[src/hdl/i2p_pkg.sv]
package i2p_pkg;

    typedef logic [7:0] char_t;
    typedef logic [1:0] prec_t;
    typedef logic [1:0] err_t;
    typedef logic [1:0] stk_op_t;

    localparam char_t CH_MUL    = 8'h2A;
    localparam char_t CH_DIV    = 8'h2F;
    localparam char_t CH_MOD    = 8'h25;
    localparam char_t CH_ADD    = 8'h2B;
    localparam char_t CH_SUB    = 8'h2D;
    localparam char_t CH_LPAREN = 8'h28;
    localparam char_t CH_RPAREN = 8'h29;

    localparam err_t ERR_NONE     = 2'd0;
    localparam err_t ERR_OVERFLOW = 2'd1;
    localparam err_t ERR_UNMATCH  = 2'd2;

    localparam stk_op_t STK_HOLD = 2'd0;
    localparam stk_op_t STK_PUSH = 2'd1;
    localparam stk_op_t STK_POP  = 2'd2;

    // Only operators and '(' ever sit on the stack.
    function automatic prec_t prec_of(char_t c);
        prec_t p;
        p = 2'd0;
        if (c == CH_MUL || c == CH_DIV || c == CH_MOD)
        begin
            p = 2'd2;
        end
        else if (c == CH_ADD || c == CH_SUB)
        begin
            p = 2'd1;
        end
        return p;
    endfunction

endpackage

[src/hdl/i2p_cell.sv]
module i2p_cell (
    input  logic               clk,
    input  i2p_pkg::stk_op_t   op,
    input  i2p_pkg::char_t     from_above,
    input  i2p_pkg::char_t     from_below,
    output i2p_pkg::char_t     data
);

    i2p_pkg::char_t data_reg;
    i2p_pkg::char_t data_next;

    always_comb
    begin
        case (op)
            i2p_pkg::STK_PUSH: data_next = from_above;
            i2p_pkg::STK_POP:  data_next = from_below;
            default:           data_next = data_reg;
        endcase
    end

    always_ff @(posedge clk)
    begin
        data_reg <= data_next;
    end

    assign data = data_reg;

endmodule

[src/hdl/i2p_stack.sv]
module i2p_stack #(
    parameter int STACK_DEPTH = 32
) (
    input  logic               clk,
    input  i2p_pkg::stk_op_t   op,
    input  i2p_pkg::char_t     push_char,
    output i2p_pkg::char_t     top0,
    output i2p_pkg::char_t     top1
);

    i2p_pkg::char_t cell_data [STACK_DEPTH];

    // Cell 0 is the top; push shifts toward the bottom, pop toward the top.
    for (genvar i = 0; i < STACK_DEPTH; i++)
    begin : g_cell
        i2p_pkg::char_t above;
        i2p_pkg::char_t below;

        if (i == 0)
        begin : g_top
            assign above = push_char;
        end
        else
        begin : g_mid
            assign above = cell_data[i-1];
        end

        if (i == STACK_DEPTH - 1)
        begin : g_bot
            assign below = '0;
        end
        else
        begin : g_nbot
            assign below = cell_data[i+1];
        end

        i2p_cell u_cell (
            .clk        (clk),
            .op         (op),
            .from_above (above),
            .from_below (below),
            .data       (cell_data[i])
        );
    end

    assign top0 = cell_data[0];
    assign top1 = cell_data[1];

endmodule

[src/hdl/infix_to_postfix_converter_top.sv]
// Channel | Handshake           | Payload
// --------+---------------------+-------------------------------------------------
// in      | in_valid, in_ready  | in_char, in_last
// out     | out_valid, out_ready| char_valid, out_char, run_last, expr_end, error_code
//
// One request is taken, then handled one stack step per cycle by the sequencer
// while the output slot is free: the accept, then a step per emitted char, pop or
// push; a further step when ')' or the drain finds the stack empty (the drain's
// check carries an empty result when nothing was emitted), and a step for an empty
// result outside the drain. An operator is pushed at its own request, popped later.
// Output stalls hold the sequencer; nothing is taken until the request is done.
// rst_n clears control state and the stack count; stack cells have no reset.
module infix_to_postfix_converter_top #(
    parameter int STACK_DEPTH = 32
) (
    input  logic       clk,
    input  logic       rst_n,
    input  logic       in_valid,
    output logic       in_ready,
    input  logic [7:0] in_char,
    input  logic       in_last,
    output logic       out_valid,
    input  logic       out_ready,
    output logic       char_valid,
    output logic [7:0] out_char,
    output logic       run_last,
    output logic       expr_end,
    output logic [1:0] error_code
);

    localparam int CNT_W = $clog2(STACK_DEPTH + 1);

    localparam logic [1:0] S_IDLE  = 2'd0;
    localparam logic [1:0] S_HEAD  = 2'd1;
    localparam logic [1:0] S_DRAIN = 2'd2;
    localparam logic [1:0] S_TAIL  = 2'd3;

    logic [1:0]         state_reg, state_next;
    i2p_pkg::char_t     char_reg, char_next;
    logic               last_reg, last_next;
    i2p_pkg::err_t      err_reg, err_next;
    logic               any_reg, any_next;
    logic [CNT_W-1:0]   count_reg, count_next;

    logic               out_valid_reg, out_valid_next;
    logic               cvalid_reg, cvalid_next;
    i2p_pkg::char_t     ochar_reg, ochar_next;
    logic               rlast_reg, rlast_next;
    logic               xend_reg, xend_next;
    i2p_pkg::err_t      ecode_reg, ecode_next;

    i2p_pkg::stk_op_t   stk_op;
    i2p_pkg::char_t     top0, top1;

    logic slot_free;
    logic cnt_zero, cnt_one, cnt_two, full;
    logic in_acc;

    assign slot_free = !out_valid_reg || out_ready;
    assign cnt_zero  = (count_reg == '0);
    assign cnt_one   = (count_reg == CNT_W'(1));
    assign cnt_two   = (count_reg == CNT_W'(2));
    assign full      = (count_reg == CNT_W'(STACK_DEPTH));
    assign in_ready  = (state_reg == S_IDLE);
    assign in_acc    = in_valid && in_ready;

    i2p_stack #(.STACK_DEPTH(STACK_DEPTH)) u_stack (
        .clk       (clk),
        .op        (stk_op),
        .push_char (char_reg),
        .top0      (top0),
        .top1      (top1)
    );

    always_comb
    begin
        logic emit;
        logic fin;
        i2p_pkg::prec_t p;

        state_next  = state_reg;
        char_next   = char_reg;
        last_next   = last_reg;
        err_next    = err_reg;
        any_next    = any_reg;
        count_next  = count_reg;
        stk_op      = i2p_pkg::STK_HOLD;
        emit        = 1'b0;
        fin         = 1'b0;
        p           = i2p_pkg::prec_of(char_reg);
        cvalid_next = 1'b1;
        ochar_next  = top0;
        rlast_next  = 1'b0;
        xend_next   = 1'b0;
        ecode_next  = i2p_pkg::ERR_NONE;

        case (state_reg)
            S_IDLE:
            begin
                if (in_acc)
                begin
                    char_next  = in_char;
                    last_next  = in_last;
                    err_next   = i2p_pkg::ERR_NONE;
                    any_next   = 1'b0;
                    state_next = S_HEAD;
                end
            end
            S_HEAD:
            begin
                if (slot_free)
                begin
                    if (!(char_reg inside {i2p_pkg::CH_MUL, i2p_pkg::CH_DIV, i2p_pkg::CH_MOD,
                                           i2p_pkg::CH_ADD, i2p_pkg::CH_SUB,
                                           i2p_pkg::CH_LPAREN, i2p_pkg::CH_RPAREN}))
                    begin
                        emit       = 1'b1;
                        fin        = !last_reg || cnt_zero;
                        ochar_next = char_reg;
                        xend_next  = last_reg;
                        any_next   = 1'b1;
                        state_next = fin ? S_IDLE : S_DRAIN;
                    end
                    else if (char_reg == i2p_pkg::CH_RPAREN)
                    begin
                        if (cnt_zero)
                        begin
                            err_next   = i2p_pkg::ERR_UNMATCH;
                            state_next = last_reg ? S_DRAIN : (any_reg ? S_IDLE : S_TAIL);
                        end
                        else if (top0 == i2p_pkg::CH_LPAREN)
                        begin
                            stk_op     = i2p_pkg::STK_POP;
                            count_next = count_reg - CNT_W'(1);
                            state_next = last_reg ? S_DRAIN : S_IDLE;
                        end
                        else
                        begin
                            // look one cell ahead so the final result is marked now
                            stk_op     = i2p_pkg::STK_POP;
                            count_next = count_reg - CNT_W'(1);
                            emit       = 1'b1;
                            any_next   = 1'b1;
                            fin        = cnt_one ||
                                         (top1 == i2p_pkg::CH_LPAREN && (!last_reg || cnt_two));
                            xend_next  = last_reg && fin;
                            ecode_next = cnt_one ? i2p_pkg::ERR_UNMATCH : i2p_pkg::ERR_NONE;
                        end
                    end
                    else if (char_reg != i2p_pkg::CH_LPAREN && !cnt_zero &&
                             i2p_pkg::prec_of(top0) >= p)
                    begin
                        stk_op     = i2p_pkg::STK_POP;
                        count_next = count_reg - CNT_W'(1);
                        emit       = 1'b1;
                        any_next   = 1'b1;
                        fin        = !last_reg && !(!cnt_one && i2p_pkg::prec_of(top1) >= p);
                    end
                    else
                    begin
                        // push of '(' or of an operator once its pops are done; overflow if full
                        if (full)
                        begin
                            err_next = i2p_pkg::ERR_OVERFLOW;
                        end
                        else
                        begin
                            stk_op     = i2p_pkg::STK_PUSH;
                            count_next = count_reg + CNT_W'(1);
                        end
                        state_next = last_reg ? S_DRAIN : (full ? S_TAIL : S_IDLE);
                    end
                end
            end
            S_DRAIN:
            begin
                if (slot_free)
                begin
                    if (cnt_zero)
                    begin
                        emit        = !any_reg;
                        fin         = 1'b1;
                        cvalid_next = 1'b0;
                        ochar_next  = '0;
                        xend_next   = 1'b1;
                        ecode_next  = err_reg;
                        state_next  = S_IDLE;
                    end
                    else
                    begin
                        stk_op     = i2p_pkg::STK_POP;
                        count_next = count_reg - CNT_W'(1);
                        emit       = 1'b1;
                        any_next   = 1'b1;
                        fin        = cnt_one;
                        xend_next  = cnt_one;
                        ecode_next = cnt_one ? err_reg : i2p_pkg::ERR_NONE;
                    end
                end
            end
            S_TAIL:
            begin
                if (slot_free)
                begin
                    emit        = 1'b1;
                    fin         = 1'b1;
                    cvalid_next = 1'b0;
                    ochar_next  = '0;
                    ecode_next  = err_reg;
                    state_next  = S_IDLE;
                end
            end
            default:
            begin
                state_next = S_IDLE;
            end
        endcase

        rlast_next = fin;
        if (!fin)
        begin
            xend_next  = 1'b0;
            ecode_next = i2p_pkg::ERR_NONE;
        end

        out_valid_next = out_valid_reg;
        if (slot_free)
        begin
            out_valid_next = emit;
        end
        if (!(slot_free && emit))
        begin
            cvalid_next = cvalid_reg;
            ochar_next  = ochar_reg;
            rlast_next  = rlast_reg;
            xend_next   = xend_reg;
            ecode_next  = ecode_reg;
        end
    end

    always_ff @(posedge clk or negedge rst_n)
    begin
        if (!rst_n)
        begin
            state_reg     <= S_IDLE;
            count_reg     <= '0;
            out_valid_reg <= 1'b0;
            err_reg       <= i2p_pkg::ERR_NONE;
            any_reg       <= 1'b0;
        end
        else
        begin
            state_reg     <= state_next;
            count_reg     <= count_next;
            out_valid_reg <= out_valid_next;
            err_reg       <= err_next;
            any_reg       <= any_next;
        end
    end

    always_ff @(posedge clk)
    begin
        char_reg   <= char_next;
        last_reg   <= last_next;
        cvalid_reg <= cvalid_next;
        ochar_reg  <= ochar_next;
        rlast_reg  <= rlast_next;
        xend_reg   <= xend_next;
        ecode_reg  <= ecode_next;
    end

    assign out_valid  = out_valid_reg;
    assign char_valid = cvalid_reg;
    assign out_char   = ochar_reg;
    assign run_last   = rlast_reg;
    assign expr_end   = xend_reg;
    assign error_code = ecode_reg;

    a_count_bound: assert property (@(posedge clk) disable iff (!rst_n)
        count_reg <= CNT_W'(STACK_DEPTH))
        else $error("stack count beyond depth");

    a_empty_is_final: assert property (@(posedge clk) disable iff (!rst_n)
        (out_valid && !char_valid) |-> run_last)
        else $error("empty result not final");

    a_status_on_final: assert property (@(posedge clk) disable iff (!rst_n)
        (out_valid && !run_last) |-> (error_code == i2p_pkg::ERR_NONE && !expr_end))
        else $error("status on non-final result");

    a_accept_keeps_stack: assert property (@(posedge clk) disable iff (!rst_n)
        in_acc |=> $stable(count_reg))
        else $error("stack moved on accept");

endmodule
[config.mk]
export PLATFORM = sky130hd
export DESIGN_NAME = infix_to_postfix_converter_top
export DESIGN_NICKNAME = d
export VERILOG_FILES = /design/src/hdl/i2p_pkg.sv /design/src/hdl/i2p_cell.sv /design/src/hdl/i2p_stack.sv /design/src/hdl/infix_to_postfix_converter_top.sv
export SDC_FILE = /design/constraint.sdc
export NUM_CORES = 1
export LEC_CHECK = 0
export ABC_AREA = 1
export ABC_CLOCK_PERIOD_IN_PS = 17800
export BUFFER_PORTS_ARGS = -buffer_cell sky130_fd_sc_hd__buf_2
export CORE_ASPECT_RATIO = 1.1
export CORE_MARGIN = 3
export CORE_UTILIZATION = 30
export DETAILED_ROUTE_END_ITERATION = 6
export RECOVER_POWER = 50
export SLEW_MARGIN = 20
export SYNTH_ARGS = -nofsm -noshare
export SYNTH_HDL_FRONTEND = slang
export SYNTH_SLANG_ARGS = --single-unit
[constraint.sdc]
create_clock -name clk -period 17.8 [get_ports clk]
set_input_delay 0 -clock clk [delete_from_list [all_inputs] [get_ports clk]]
set_output_delay 0 -clock clk [all_outputs]
set_load 0.005 [all_outputs]
## Word level (Yosys, flattened, before mapping)

Cells that the tools add are included.
Widths: inputs -> output; s select.

| operators by class | value |
|---|---|
| equality and inequality tests | 44 |
| add/subtract/negate cells | 2 |
| multiplexer cells | 144 |
| reductions and logical operators | 39 |
| order comparisons | 2 |

Operators with widths:

| kind | count |
|---|---|
| $pmux 8 s2 | 32 |
| $eq 8x6->1 const B | 19 |
| $mux 2 | 51 |
| $mux 6 | 7 |
| $mux 8 | 5 |
| $mux 1 | 38 |
| $pmux 8 s3 | 1 |
| $ne 4x4->1 const B | 5 |
| $reduce_and 7->1 | 2 |
| $logic_or 1x1->1 | 13 |
| $ne 2x2->1 const B | 6 |
| $pmux 6 s2 | 1 |
| $ne 3x3->1 const B | 3 |
| $pmux 1 s3 | 3 |
| $logic_and 1x1->1 | 8 |
| $ne 8x6->1 const B | 1 |
| $pmux 2 s2 | 2 |
| $pmux 2 s4 | 1 |
| $reduce_and 8->1 | 1 |
| $reduce_bool 7->1 | 1 |
| $add 6x1->6 const B | 1 |
| $eq 2x2->1 const B | 3 |
| $eq 6x1->1 const B | 1 |
| $eq 6x2->1 const B | 1 |
| other kinds (15) | 25 |

| word-level totals | value |
|---|---|
| bits in registers | 290 |
| input port bits | 13 |
| logic and storage cells | 275 |

## Logic depth before layout (Yosys ltp)

Gate-level depths: netlist of run 1.

| depth | value |
|---|---|
| word-level depth | 24 |
| gate-level depth with buffers | 21 |
| mapped depth without buffers | 19 |

## Modules after synthesis

From an unflattened synthesis of run 1, not the netlist that was laid out.

| unflattened totals | value |
|---|---|
| cells, all modules | 1548 |
| area total of the unflattened synthesis | 14343.8 um2 |

By module, submodules not included:

| module | cells each | instances | area each (um2) |
|---|---|---|---|
| i2p_cell | 37 | 32 | 365.4 |
| infix_to_postfix_converter_top | 363 | 1 | 2648.8 |
| i2p_stack | 1 | 1 | 3.8 |

## Least setup slack after synthesis of run 1

Ideal clock, no wire load.

| path | value |
|---|---|
| path kind | register to register |
| start | register char_reg[6] |
| end | register u_stack.g_cell[0].u_cell.data_reg[0], enable pin |
| period minus slack after synthesis | 7.711 ns |
| cell stages (with the launch flop) | 18 |
| setup time | 0.608 ns |
| data required time | 17.192 ns |
| path buffers | 1 |
| path slack | 10.089 ns |
| arrival | 7.103 ns |
| path through | edfxtp_1 > inv_1 > nand2_1 > nor2_2 > buf_6 > nand2_1 > nand2_1 > a21oi_1 > ha_1 > nand2_1 > nand3_1 > nand2_1 > inv_2 > nand3_1 > a21oi_1 > o21a_1 > ha_1 > inv_1 |

| between the ends | value |
|---|---|
| word-level cells in the longest chain between the ends | 13 |
| elaborated cells between the ends (all ways) | 25 |
| classes of those cells | order compare: 1; eq/ne: 10; mux: 7; reduce/logical: 7 |

RTL lines:

| item | RTL line | RTL |
|---|---|---|
| from (decl) | infix_to_postfix_converter_top.sv:39 | `i2p_pkg::char_t char_reg, char_next;` |
| from (signal assigned) | infix_to_postfix_converter_top.sv:263 | `char_reg <= char_next;` |
| $eq 8x6->1, on equally long branches | i2p_pkg.sv:32, infix_to_postfix_converter_top.sv:113, i2p_pkg.sv:28 |  |
| $logic_or 1x1->1, on equally long branches | i2p_pkg.sv:32, i2p_pkg.sv:28 |  |
| $mux 1 / $logic_or 1x1->1 (equally long branches) | i2p_pkg.sv:32, i2p_pkg.sv:28 |  |
| $mux 2 | i2p_pkg.sv:28 | `if (c == CH_MUL \|\| c == CH_DIV \|\| c == CH_MOD)` |
| $ge 2x2->1 | infix_to_postfix_converter_top.sv:151 | `i2p_pkg::prec_of(top0) >= p)` |
| $logic_and 1x1->1 | infix_to_postfix_converter_top.sv:150 | `else if (char_reg != i2p_pkg::CH_LPAREN && !cnt_zero &&` |
| $mux 2 | infix_to_postfix_converter_top.sv:150 |  |
| $mux 2 | infix_to_postfix_converter_top.sv:124 | `else if (char_reg == i2p_pkg::CH_RPAREN)` |
| $mux 2 (*) | infix_to_postfix_converter_top.sv:113 | `if (!(char_reg inside {i2p_pkg::CH_MUL, i2p_pkg::CH_DIV, i2p_pkg::CH_MOD,` |
| $mux 2 (*) | infix_to_postfix_converter_top.sv:111 | `if (slot_free)` |
| $pmux 2 s2 (*) | infix_to_postfix_converter_top.sv:97 | `case (state_reg)` |
| $eq 2x2->1 / $eq 2x1->1 (equally long branches) | i2p_cell.sv:14 | `case (op)` |
| $reduce_bool 2->1 (no source line) (*) | -- |  |
| to (signal assigned) | i2p_cell.sv:23 | `data_reg <= data_next;` |
| to (decl) | i2p_cell.sv:9 | `i2p_pkg::char_t data_reg;` |

Mark *: on every way between the ends. The rest lies on a longest branch, timed or not.
A chain may end at the register's enable or synchronous reset.

## Worst setup path in the final report of run 1

| path | value |
|---|---|
| start | register char_reg[7] |
| end | register u_stack.g_cell[27].u_cell.data_reg[6], enable pin |

| between the ends | value |
|---|---|
| word-level cells in the longest chain between the ends | 13 |
| elaborated cells between the ends (all ways) | 25 |
| classes of those cells | order compare: 1; eq/ne: 10; mux: 7; reduce/logical: 7 |

RTL lines:

| item | RTL line |
|---|---|
| $eq 8x6->1, on equally long branches | i2p_pkg.sv:32, infix_to_postfix_converter_top.sv:113, i2p_pkg.sv:28 |
| $logic_or 1x1->1, on equally long branches | i2p_pkg.sv:32, i2p_pkg.sv:28 |
| $mux 1 / $logic_or 1x1->1 (equally long branches) | i2p_pkg.sv:32, i2p_pkg.sv:28 |
| $mux 2 | i2p_pkg.sv:28 |
| $ge 2x2->1 | infix_to_postfix_converter_top.sv:151 |
| $logic_and 1x1->1 | infix_to_postfix_converter_top.sv:150 |
| $mux 2 | infix_to_postfix_converter_top.sv:150 |
| $mux 2 | infix_to_postfix_converter_top.sv:124 |
| $mux 2 (*) | infix_to_postfix_converter_top.sv:113 |
| $mux 2 (*) | infix_to_postfix_converter_top.sv:111 |
| $pmux 2 s2 (*) | infix_to_postfix_converter_top.sv:97 |
| $eq 2x2->1 / $eq 2x1->1 (equally long branches) | i2p_cell.sv:14 |
| $reduce_bool 2->1 (no source line) (*) | -- |
| to (signal assigned) | i2p_cell.sv:23 |
| to (decl) | i2p_cell.sv:9 |

Marked as above.

==> results.py, run 1 <==
metrics = {
    "yosys": {
        "synth_area_um2": 13300,
        "yosysUniqueCellTypes": 38,
        "syn_inst": 1302,
        "synth_warnings": 0,
        "ys_ff_latch": 290,
        "syn_area_per_cell_um2": 10.2,
        "ys_seq_area_share_pct": 64.8,
        "ys.flop_type": "edfxtp_1",
        "syn_nets": 1330,
        "async_flop_share_pct": 4.14,
        "synth_edf_count": 278,
    },
    "clock_tree": {
        "path_clk_slew_ns": 0.06,
        "cts_sinks": 290,
        "cts_tree": "yes",
        "htree_num_levels": 2,
        "post_cts_buffers": 0,
        "worst_skew_pair.late_latency_ns": 0.50,
        "postCtsResizedCells": 0,
        "clockBufferDepth": 3,
        "cts_hold_buf": 12,
        "root_buffer": "clkbuf_16",
        "numCtsBuffers": 34,
    },
    "critical_path": {
        "endpoint_kind": "flop",
        "cp-start-kind": "flop",
        "worstPathMaxFanout": 107,
        "crit_arrival_ns": 8.45,
        "cp.required_ns": 17.93,
        "ff2ff_path_depth": 17,
        "criticalPathCategory": "reg2reg",
    },
    "routing": {
        "routed_wl_mm": 23.8,
        "postRouteAntennaNets": 0,
        "drt_iter0_drc": 729,
        "vias_per_cell": 4.51,
        "drc": 0,
        "dr.pass1.iters": 7,
        "vias": 8660,
        "avgRoutedWirePerCell_um": 12.4,
    },
    "worst_hold_path": {
        "hold_depth": 3,
        "min_path_type": "in2reg",
    },
    "floorplanning": {
        "dieWidth_um": 207,
        "io_pins": 28,
        "coreArea_um2": 43600,
        "die_area_um2": 47000,
        "start_util_pct": 30.6,
        "dieHeight_um": 227,
        "fp-row-count": 80,
    },
    "sta": {
        "fin_tns_setup_ns": 0,
        "finalHoldViolCount": 0,
        "slew_viol_final": 276,
        "post-route-period-util_pct": 46.7,
        "finalClockSkew_ns": 0.00907,
        "layout_setup_ws_ns": 9.49,
        "setup_viol": 0,
        "period_needed_ns": 8.31,
        "worst_pin_slew_ns": 4.59,
        "max_slew_margin_pct": -207,
        "rsz0062_at_grt": "false",
        "fmax_mhz": 120,
    },
    "cells_and_area": {
        "final_cell_mix": "edfxtp_1, nand2_1, nor2_1",
        "largest_register_ffs": 256,
        "final_common_cell": "edfxtp_1",
        "syn_to_final_growth_pct": 13.2,
        "final-seq-area_um2": 8650,
        "fillers": 4424,
        "antenna_cells": 0,
        "drive_gt1_share_pct": 7.73,
        "multiInputGateArea_um2": 3760,
        "fin_nets": 1352,
    },
    "status": {
        "run_status": "finished, violations left",
        "failed_checks": "capacitance limit, slew limit",
    },
    "grt": {
        "antenna_found_initial": 0,
        "grt_pass1_wl_mm": 40.7,
        "grt_util_all_layers_pct": 10.0,
        "grt_pass1_vias": 8357,
        "grt_max_degree": 308,
        "grt_overflow": 0,
    },
    "flow_run": {
        "drv_cap": 3,
    },
    "pwr": {
        "peakVddDrop_mv": 0.0714,
        "power.leakage_nw": 5.67,
        "powerDensity_nw_per_um2": 138,
    },
    "place": {
        "place_ws_ns": 13.11,
        "hpwl_mm": 14.4,
        "portBuffers": 27,
        "gp_congestion": 0.869,
    },
}
per-stage QoR:
| stage | area (um2) | cells | total power, mW | util [%] | hold WS, ns |
|---|---|---|---|---|---|
| finish | 15100 | 1919 | 2.08 | 34.6 | 0.122 |
| global route | 15100 | 1919 | 2.21 | 34.6 | 0.144 |
| CTS | 15200 | 1918 | 2.12 | 34.8 | 0.0977 |
| detailed placement | 14000 | 1849 | 1.44 | 32.1 | -0.0813 |
| global placement | 14000 | 1849 | 1.43 | 32.1 | -0.0933 |
| floorplan | 13300 | 1302 | 1.34 | - | -0.296 |
worst paths after layout:
check                             from                                 to  slack [ns]
min reg2reg                 err_reg[1]                         err_reg[1]        0.48
max in group asynchronous        rst_n                       count_reg[5]       16.65
max reg2reg                char_reg[7]  u_stack.g_cell[27].u_cell.data[6]        9.49
min in group asynchronous        rst_n                       count_reg[0]        0.69
min                           in_valid                        char_reg[7]        0.12
max                        char_reg[7]  u_stack.g_cell[27].u_cell.data[6]        9.49
power breakdown:
group | total, mW | switching (mW) | internal, mW
Combinational | 0.458 | 0.316 | 0.142
Clock | 0.659 | 0.262 | 0.396
Sequential | 0.960 | 0.0467 | 0.914
Total | 2.08 | 0.625 | 1.45
cell type report:
type / count / area share (%)
sequential: 290 / 57.3
multi-input combinational: 787 / 24.9
clock buffer: 43 / 6.14
tap: 574 / 4.76
inverter: 167 / 4.16
timing repair buffer: 44 / 1.94
clock inverter: 14 / 0.804
critical path: stages (launching register included):
cell and delay (ns):
edfxtp_1 0.41, inv_1 0.10, nand2_1 0.06, nor2_1 0.59, nand2_1 0.11, nand2_1 0.13, a21oi_1 0.08, ha_1 0.35
nand2_1 0.07, nand3_1 0.07, nand2_1 0.09, inv_1 0.08, nand3_1 0.12, a21oi_1 0.10, o21a_1 0.21, ha_1 0.30
clkinvlp_2 3.35, buf_4 1.65
kinds of logic after synthesis:
logic type / count (synthesis) / synth area share [%]
DFF: 290 / 64.8
muxes: 15 / 1.27
and+or+nand+nor: 481 / 15.2
buffers and inverters: 225 / 6.53
AOI/OAI and AO/OA: 270 / 10.3
adders and majority gates: 15 / 1.41
xor gates and xnor gates: 6 / 0.394
routing by layer:
| metal | vias up | part of all wire [%] | track usage [%] |
|---|---|---|---|
| li1 | 4402 | - | - |
| met1 | 4074 | 50 | 14.0 |
| met2 | 137 | 44 | 16.0 |
| met3 | 47 | 4.0 | 1.89 |
| met4 | 0 | 2.6 | 3.42 |
| met5 | - | 0 | 0 |
synthesized netlist by cell type, types with 6 or more instances:
library cell	count	area (um2)
ha_1	15	188
edfxtp_1	278	8350
o21ai_0	136	681
inv_2	7	26.3
inv_1	160	601
clkbuf_1	45	169
nand3_1	32	160
nor2_2	6	37.5
nand2_2	8	50.1
dfrtp_1	12	300
a21oi_1	120	601
nor2_1	162	608
xor2_1	6	52.6
mux2_2	15	169
nand2_1	245	920
buf_1	7	26.3
nand4_1	6	37.5
(Power assumes the default switching activity.)
==> run 2: changes to the inputs <==
--- a/config.mk
+++ b/config.mk
@@ -6,7 +6,7 @@
 export NUM_CORES = 1
 export LEC_CHECK = 0
 export ABC_AREA = 1
-export ABC_CLOCK_PERIOD_IN_PS = 17800
+export ABC_CLOCK_PERIOD_IN_PS = 7800
 export BUFFER_PORTS_ARGS = -buffer_cell sky130_fd_sc_hd__buf_2
 export CORE_ASPECT_RATIO = 1.1
 export CORE_MARGIN = 3
==> constraint.sdc (replaced) <==
create_clock -name clk -period 7.8 [get_ports clk]
set_input_delay 0 -clock clk [delete_from_list [all_inputs] [get_ports clk]]
set_output_delay 0 -clock clk [all_outputs]
set_load 0.005 [all_outputs]
==> results.py, run 2 (synthesized netlist as in run 1, its figures left out) <==
metrics = {
    "floorplanning": {
        "die_area_um2": 47000,
        "io_pins": 28,
        "dieWidth_um": 207,
        "dieHeight_um": 227,
        "coreArea_um2": 43600,
        "fp-row-count": 80,
        "start_util_pct": 30.6,
    },
    "pwr": {
        "p_sw_share_pct": 30.7,
        "peakVddDrop_mv": 0.170,
        "power_frac_comb_pct": 22.8,
        "total_power_mw": 4.58,
        "p_sw_mw": 1.41,
        "powerDensity_nw_per_um2": 305,
        "p_seq_share_pct": 47.5,
        "p_int_mw": 3.17,
        "clkPwrFrac_pct": 29.7,
        "power.leakage_nw": 5.63,
    },
    "routing": {
        "postRouteAntennaNets": 0,
        "vias": 8640,
        "drc": 0,
        "avgRoutedWirePerCell_um": 12.2,
        "drt_iter0_drc": 766,
        "vias_per_cell": 4.51,
        "routed_wl_mm": 23.4,
        "dr.pass1.iters": 5,
    },
    "sta": {
        "fmax_mhz": 180,
        "finalClockSkew_ns": 0.0139,
        "max_slew_margin_pct": -41.1,
        "finalHoldViolCount": 0,
        "period_needed_ns": 5.54,
        "rsz0062_at_grt": "false",
        "worst_pin_slew_ns": 2.12,
        "setup_viol": 0,
        "fin_tns_setup_ns": 0,
        "post-route-period-util_pct": 71.1,
        "slew_viol_final": 126,
    },
    "cells_and_area": {
        "fin_nets": 1350,
        "final_cell_mix": "edfxtp_1, nand2_1, nor2_1",
        "fillers": 4419,
        "drive_gt1_share_pct": 7.68,
        "antenna_cells": 0,
        "syn_to_final_growth_pct": 12.5,
        "largest_register_ffs": 256,
        "final_common_cell": "edfxtp_1",
    },
    "grt": {
        "grt_pass1_vias": 8279,
        "grt_overflow": 0,
        "grt_util_all_layers_pct": 9.71,
        "grt_pass1_wl_mm": 39.6,
        "antenna_found_initial": 0,
        "grt_max_degree": 165,
    },
    "critical_path": {
        "worstPathMaxFanout": 66,
        "cp.required_ns": 8.11,
        "criticalPathCategory": "reg2reg",
        "crit_family": "adder cells",
        "critPathBufInv": 3,
        "crit_arrival_ns": 5.86,
        "cp-start-kind": "flop",
        "crit_slowest_cell": "ha_1",
        "endpoint_kind": "flop",
        "path_cells": "inv_1, nand2_1, nor2_1, nand2_1, nand2_1, a21oi_1, ha_1, nand2_1, nand3_1, nand2_1, inv_1, nand3_1, a21oi_1, o21a_1, ha_1, buf_4, mux2_2",
        "crit_path_max_incr_delay_ns": 1.59,
        "crit_path_frequent_cell": "nand2_1",
        "r2r_setup_slack_ns": 2.26,
    },
    "clock_tree": {
        "htree_num_levels": 1,
        "worst_skew_pair.late_latency_ns": 0.56,
        "numCtsBuffers": 31,
        "postCtsResizedCells": 0,
        "clockBufferDepth": 3,
        "cts_sinks": 290,
        "path_clk_slew_ns": 0.06,
        "cts_tree": "yes",
        "root_buffer": "clkbuf_16",
    },
    "place": {
        "portBuffers": 27,
        "hpwl_mm": 14.4,
        "gp_congestion": 0.874,
    },
    "flow_run": {
        "drv_cap": 2,
    },
    "worst_hold_path": {
        "min_path_type": "in2reg",
    },
    "status": {
        "failed_checks": "capacitance limit, slew limit",
        "run_status": "finished, violations left",
    },
}
## run 2: per-layer routing
layer,vias to the layer above,routed length (um),global-route usage (%)
met4,0,555,2.85
met5,-,0,0
met2,177,10300,15.2
met3,36,1000,1.74
li1,4414,-,-
met1,4013,11500,13.9
## run 2: path summary, 6_finish.rpt
kind | start | end | cells after the start
max | char_reg[6] | u_stack.g_cell[20].u_cell.data[0] | 17
min | in_valid | char_reg[2] | 3
max reg2reg | char_reg[6] | u_stack.g_cell[20].u_cell.data[0] | 17
min reg2reg | err_reg[1] | err_reg[1] | 2
max in group asynchronous | rst_n | count_reg[0] | 3
min in group asynchronous | rst_n | err_reg[1] | 3
## run 2: metrics by stage
step                instance area (um2)  setup WS, ns  std cells  hold WS [ns]  util [%]
floorplan                         13300        0.0890       1302        -0.296         -
global placement                  14000          3.37       1851       -0.0956      32.2
detailed placement                14000          3.28       1851       -0.0923      32.2
CTS                               15100          3.28       1916        0.0432      34.6
global route                      15000          1.69       1916        0.0713      34.4
finish                            15000          2.26       1916        0.0555      34.4
## run 2: power groups by stage
stage	combinational, mW	clock (mW)	sequential, mW
6_report	1.04	1.36	2.18
3_5_place_dp	1.09	0	2.21
3_3_place_gp	1.07	0	2.20
4_1_cts	1.10	1.41	2.18
5_1_grt	1.21	1.48	2.20
2_1_floorplan	0.837	0	2.23
## run 2: area by class of cell
type | count | area [um2] | share of cell area (%)
tap | 574 | 718 | 4.79
inverter | 167 | 634 | 4.23
clock buffer | 40 | 840 | 5.60
sequential | 290 | 8650 | 57.6
timing repair buffer | 45 | 290 | 1.93
multi-input combinational | 787 | 3770 | 25.1
clock inverter | 13 | 104 | 0.692
## run 2: repair_timing
item,4_1_cts,5_1_grt
hold endpoints to repair,22,0
hold buffers,12,0
setup buffers,0,0
## run 2: worst reg2reg max path, cell delays in order (launching register included)
cell	delay, ns
edfxtp_1	0.38
inv_1	0.11
nand2_1	0.06
nor2_1	0.60
nand2_1	0.13
nand2_1	0.14
a21oi_1	0.08
ha_1	0.35
nand2_1	0.05
nand3_1	0.08
nand2_1	0.07
inv_1	0.10
nand3_1	0.11
a21oi_1	0.17
o21a_1	0.16
ha_1	1.59
buf_4	0.71
mux2_2	0.42
==> run 3: changes to the inputs <==
--- a/config.mk
+++ b/config.mk
@@ -5,8 +5,8 @@
 export SDC_FILE = /design/constraint.sdc
 export NUM_CORES = 1
 export LEC_CHECK = 0
-export ABC_AREA = 1
-export ABC_CLOCK_PERIOD_IN_PS = 7800
+export ABC_AREA = 0
+export ABC_CLOCK_PERIOD_IN_PS = 4900
 export BUFFER_PORTS_ARGS = -buffer_cell sky130_fd_sc_hd__buf_2
 export CORE_ASPECT_RATIO = 1.1
 export CORE_MARGIN = 3
==> constraint.sdc (replaced) <==
create_clock -name clk -period 4.9 [get_ports clk]
set_input_delay 0 -clock clk [delete_from_list [all_inputs] [get_ports clk]]
set_output_delay 0 -clock clk [all_outputs]
set_load 0.005 [all_outputs]
==> results.py, run 3 <==
metrics = {
    "grt": {
        "grt_util_all_layers_pct": 8.82,
        "use_met3_pct": 1.52,
        "grt.met2_usage_pct": 13.7,
        "grt_pass1_vias": 6803,
        "grt_overflow": 0,
        "grt_max_degree": 138,
        "top_usage_layer": "met2",
        "antenna_found_initial": 0,
        "gr-usage-met1_pct": 12.6,
        "grt_pass1_wl_mm": 34.5,
    },
    "yosys": {
        "ys_ff_latch": 290,
        "synth_top_family_by_area": "multiplexers",
        "synth_compound_area_share_pct": 3.56,
        "syn_area_per_cell_um2": 16.5,
        "ys.flop_type": "edfxtp_1",
        "synth-adder-area-share_pct": 1.43,
        "ys_top_cells_by_area": "edfxtp_1, mux2_2, dfrtp_1",
        "synth_warnings": 0,
        "synth_edf_count": 278,
        "async_flop_share_pct": 4.14,
        "yosys.area_share.simple_pct": 4.90,
        "yosysUniqueCellTypes": 64,
        "syn_inst": 792,
        "synth_top_area_share_pct": 63.8,
        "synth-xor-area-share_pct": 0.535,
        "synth.most_common_cell": "edfxtp_1",
        "synth_area_um2": 13100,
        "muxShareOfSynthArea_pct": 21.9,
        "ys_seq_area_share_pct": 66.1,
        "yosysTopAreaCell": "edfxtp_1",
        "synth_common_cells": "edfxtp_1, mux2_2, clkbuf_1, nand2_1, nor2_1",
        "syn_nets": 820,
    },
    "clock_tree": {
        "htree_num_levels": 1,
        "cts_sinks": 290,
        "postCtsResizedCells": 0,
        "path_clk_slew_ns": 0.06,
        "cts_tree": "yes",
        "worst_skew_pair.late_latency_ns": 0.55,
        "clockBufferDepth": 3,
        "root_buffer": "clkbuf_16",
        "numCtsBuffers": 31,
    },
    "sta": {
        "rsz0062_at_grt": "false",
        "post-route-period-util_pct": 87.0,
        "setup_viol": 0,
        "holdWs_ns": 0.171,
        "fin_tns_setup_ns": 0,
        "max_slew_margin_pct": 32.1,
        "slew_viol_final": 0,
        "finalHoldViolCount": 0,
        "worst_pin_slew_ns": 1.01,
        "finalClockSkew_ns": 0.00949,
        "fmax_mhz": 235,
        "period_needed_ns": 4.26,
    },
    "critical_path": {
        "crit_arrival_ns": 4.56,
        "ff2ff_path_depth": 12,
        "startpoint": "u_stack.g_cell[0].u_cell.data[7]",
        "crit_path_frequent_cell": "a21oi_1",
        "crit_slowest_cell": "nor4b_1",
        "endpoint_kind": "flop",
        "cp.required_ns": 5.19,
        "worstPathMaxFanout": 77,
        "path_cells": "nor4b_1, nand4_1, ha_1, nand2b_1, a21oi_1, a211oi_1, a21oi_1, a2bb2oi_1, nor2_1, ha_4, buf_12, mux2_2",
        "r2r-end": "u_stack.g_cell[18].u_cell.data[7]",
        "cp-start-kind": "flop",
        "r2r_setup_slack_ns": 0.64,
        "worstSetupEndpoint": "u_stack.g_cell[18].u_cell.data[7]",
        "crit_path_max_incr_delay_ns": 0.55,
        "criticalPathCategory": "reg2reg",
        "reg2reg_from": "u_stack.g_cell[0].u_cell.data[7]",
    },
    "routing": {
        "vias_per_cell": 4.66,
        "vias": 6628,
        "dr.pass1.iters": 6,
        "drt_iter0_drc": 476,
        "postRouteAntennaNets": 0,
        "routed_wl_mm": 21.0,
        "avgRoutedWirePerCell_um": 14.8,
        "drc": 0,
    },
    "place": {
        "placedInstanceArea_um2": 13900,
        "gp_congestion": 0.758,
        "hpwl_mm": 12.3,
        "portBuffers": 27,
        "dp.cells": 1352,
    },
    "floorplanning": {
        "coreArea_um2": 42700,
        "start_util_pct": 30.7,
        "dieHeight_um": 225,
        "die_area_um2": 46200,
        "io_pins": 28,
        "fp-row-count": 79,
        "dieWidth_um": 205,
    },
    "cells_and_area": {
        "fin_util_pct": 35.2,
        "syn_to_final_growth_pct": 14.7,
        "largest_register_ffs": 256,
        "instances_no_fill": 1423,
        "drive_gt1_share_pct": 38.8,
        "antenna_cells": 0,
        "finalInstanceArea_um2": 15000,
        "final_common_cell": "edfxtp_1",
        "final_cell_mix": "edfxtp_1, mux2_2, clkbuf_16",
        "fin_nets": 859,
    },
    "flow_run": {
        "drv_cap": 0,
    },
    "pwr": {
        "clkPwrFrac_pct": 33.1,
        "p_seq_share_pct": 47.8,
        "power_frac_comb_pct": 19.1,
        "peakVddDrop_mv": 0.300,
        "power.leakage_nw": 4.77,
        "p_sw_share_pct": 26.2,
        "p_sw_mw": 1.90,
        "powerDensity_nw_per_um2": 483,
        "p_int_mw": 5.35,
    },
    "worst_hold_path": {
        "min_path_type": "in2reg",
    },
    "status": {
        "run_status": "finished, final reports clean",
    },
}
-- run 3: changes by cell type after synthesis, sizes merged, moves of 5 or more --
cell | previous run | this run
clkbuf | 46 | 32
nand4 | 7 | 2
nor4b | 0 | 5
a22o | 0 | 8
nand3 | 36 | 10
mux2 | 15 | 251
xnor2 | 0 | 5
nor2 | 173 | 19
nand2 | 257 | 26
inv | 167 | 12
o21ai | 143 | 17
nor2b | 0 | 13
a21oi | 120 | 11
nand2b | 0 | 5
-- run 3: what timing repair did --
item                                   in CTS  in global routing
setup buffers                               0                  0
endpoints found under the hold margin      25                  0
hold buffers                               13                  0
-- run 3: cell families after synthesis --
kind of cell / after synthesis
AO/OA/AOI/OAI: 64
XOR/XNOR: 8
adder cells (fa/ha/maj): 15
buffers and inverters: 52
flip-flops: 290
multiplexers: 255
AND/OR/NAND/NOR: 108
-- run 3: power by group through the flow --
| stage | registers, mW | clock network, mW | logic (mW) |
|---|---|---|---|
| 2_1_floorplan | 3.47 | 0 | 1.13 |
| 3_3_place_gp | 3.52 | 0 | 1.39 |
| 3_5_place_dp | 3.52 | 0 | 1.42 |
| 4_1_cts | 3.47 | 2.49 | 1.44 |
| 5_1_grt | 3.51 | 2.57 | 1.54 |
| 6_report | 3.47 | 2.40 | 1.39 |
-- run 3: area by class of cell --
class,instances,area [um2]
fillers,4120,27700
flip-flops and latches,290,8650
multi-input cells,450,4200
clock buffers,34,787
well taps,567,709
repair buffers,46,358
clock inverters,24,273
inverters,12,46.3
-- run 3: worst max-delay path, delay by kind of cell (launching register included) --
kind / cells / cell delay (ns)
AOI/OAI and AO/OA: 4 / 0.84
buffers and inverters: 1 / 0.39
DFF: 1 / 0.42
adders and majority gates: 2 / 0.76
and+or+nand+nor: 4 / 1.13
muxes: 1 / 0.40
-- run 3: layer usage --
layer | part of all wire (%) | wire [um]
met5 | 0 | 0
met4 | 2.4 | 496
met1 | 49 | 10400
met2 | 44 | 9290
met3 | 4.0 | 837
-- run 3: per-stage QoR --
step	total power [mW]	setup WS [ns]
6_report	7.25	0.639
5_1_grt	7.62	0.298
4_1_cts	7.40	0.787
3_3_place_gp	4.91	0.918
2_1_floorplan	4.61	-1.64
3_5_place_dp	4.94	0.797
-- run 3: worst min-delay path by stage --
stage | startpoint | end | cells after the start
after floorplan | rst_n | any_reg | 0
after global placement | rst_n | out_valid | 1
after detailed placement | rst_n | out_valid | 1
after CTS | in_char[7] | char_reg[7] | 2
after global routing | in_char[1] | char_reg[1] | 2
final | in_char[2] | char_reg[2] | 2
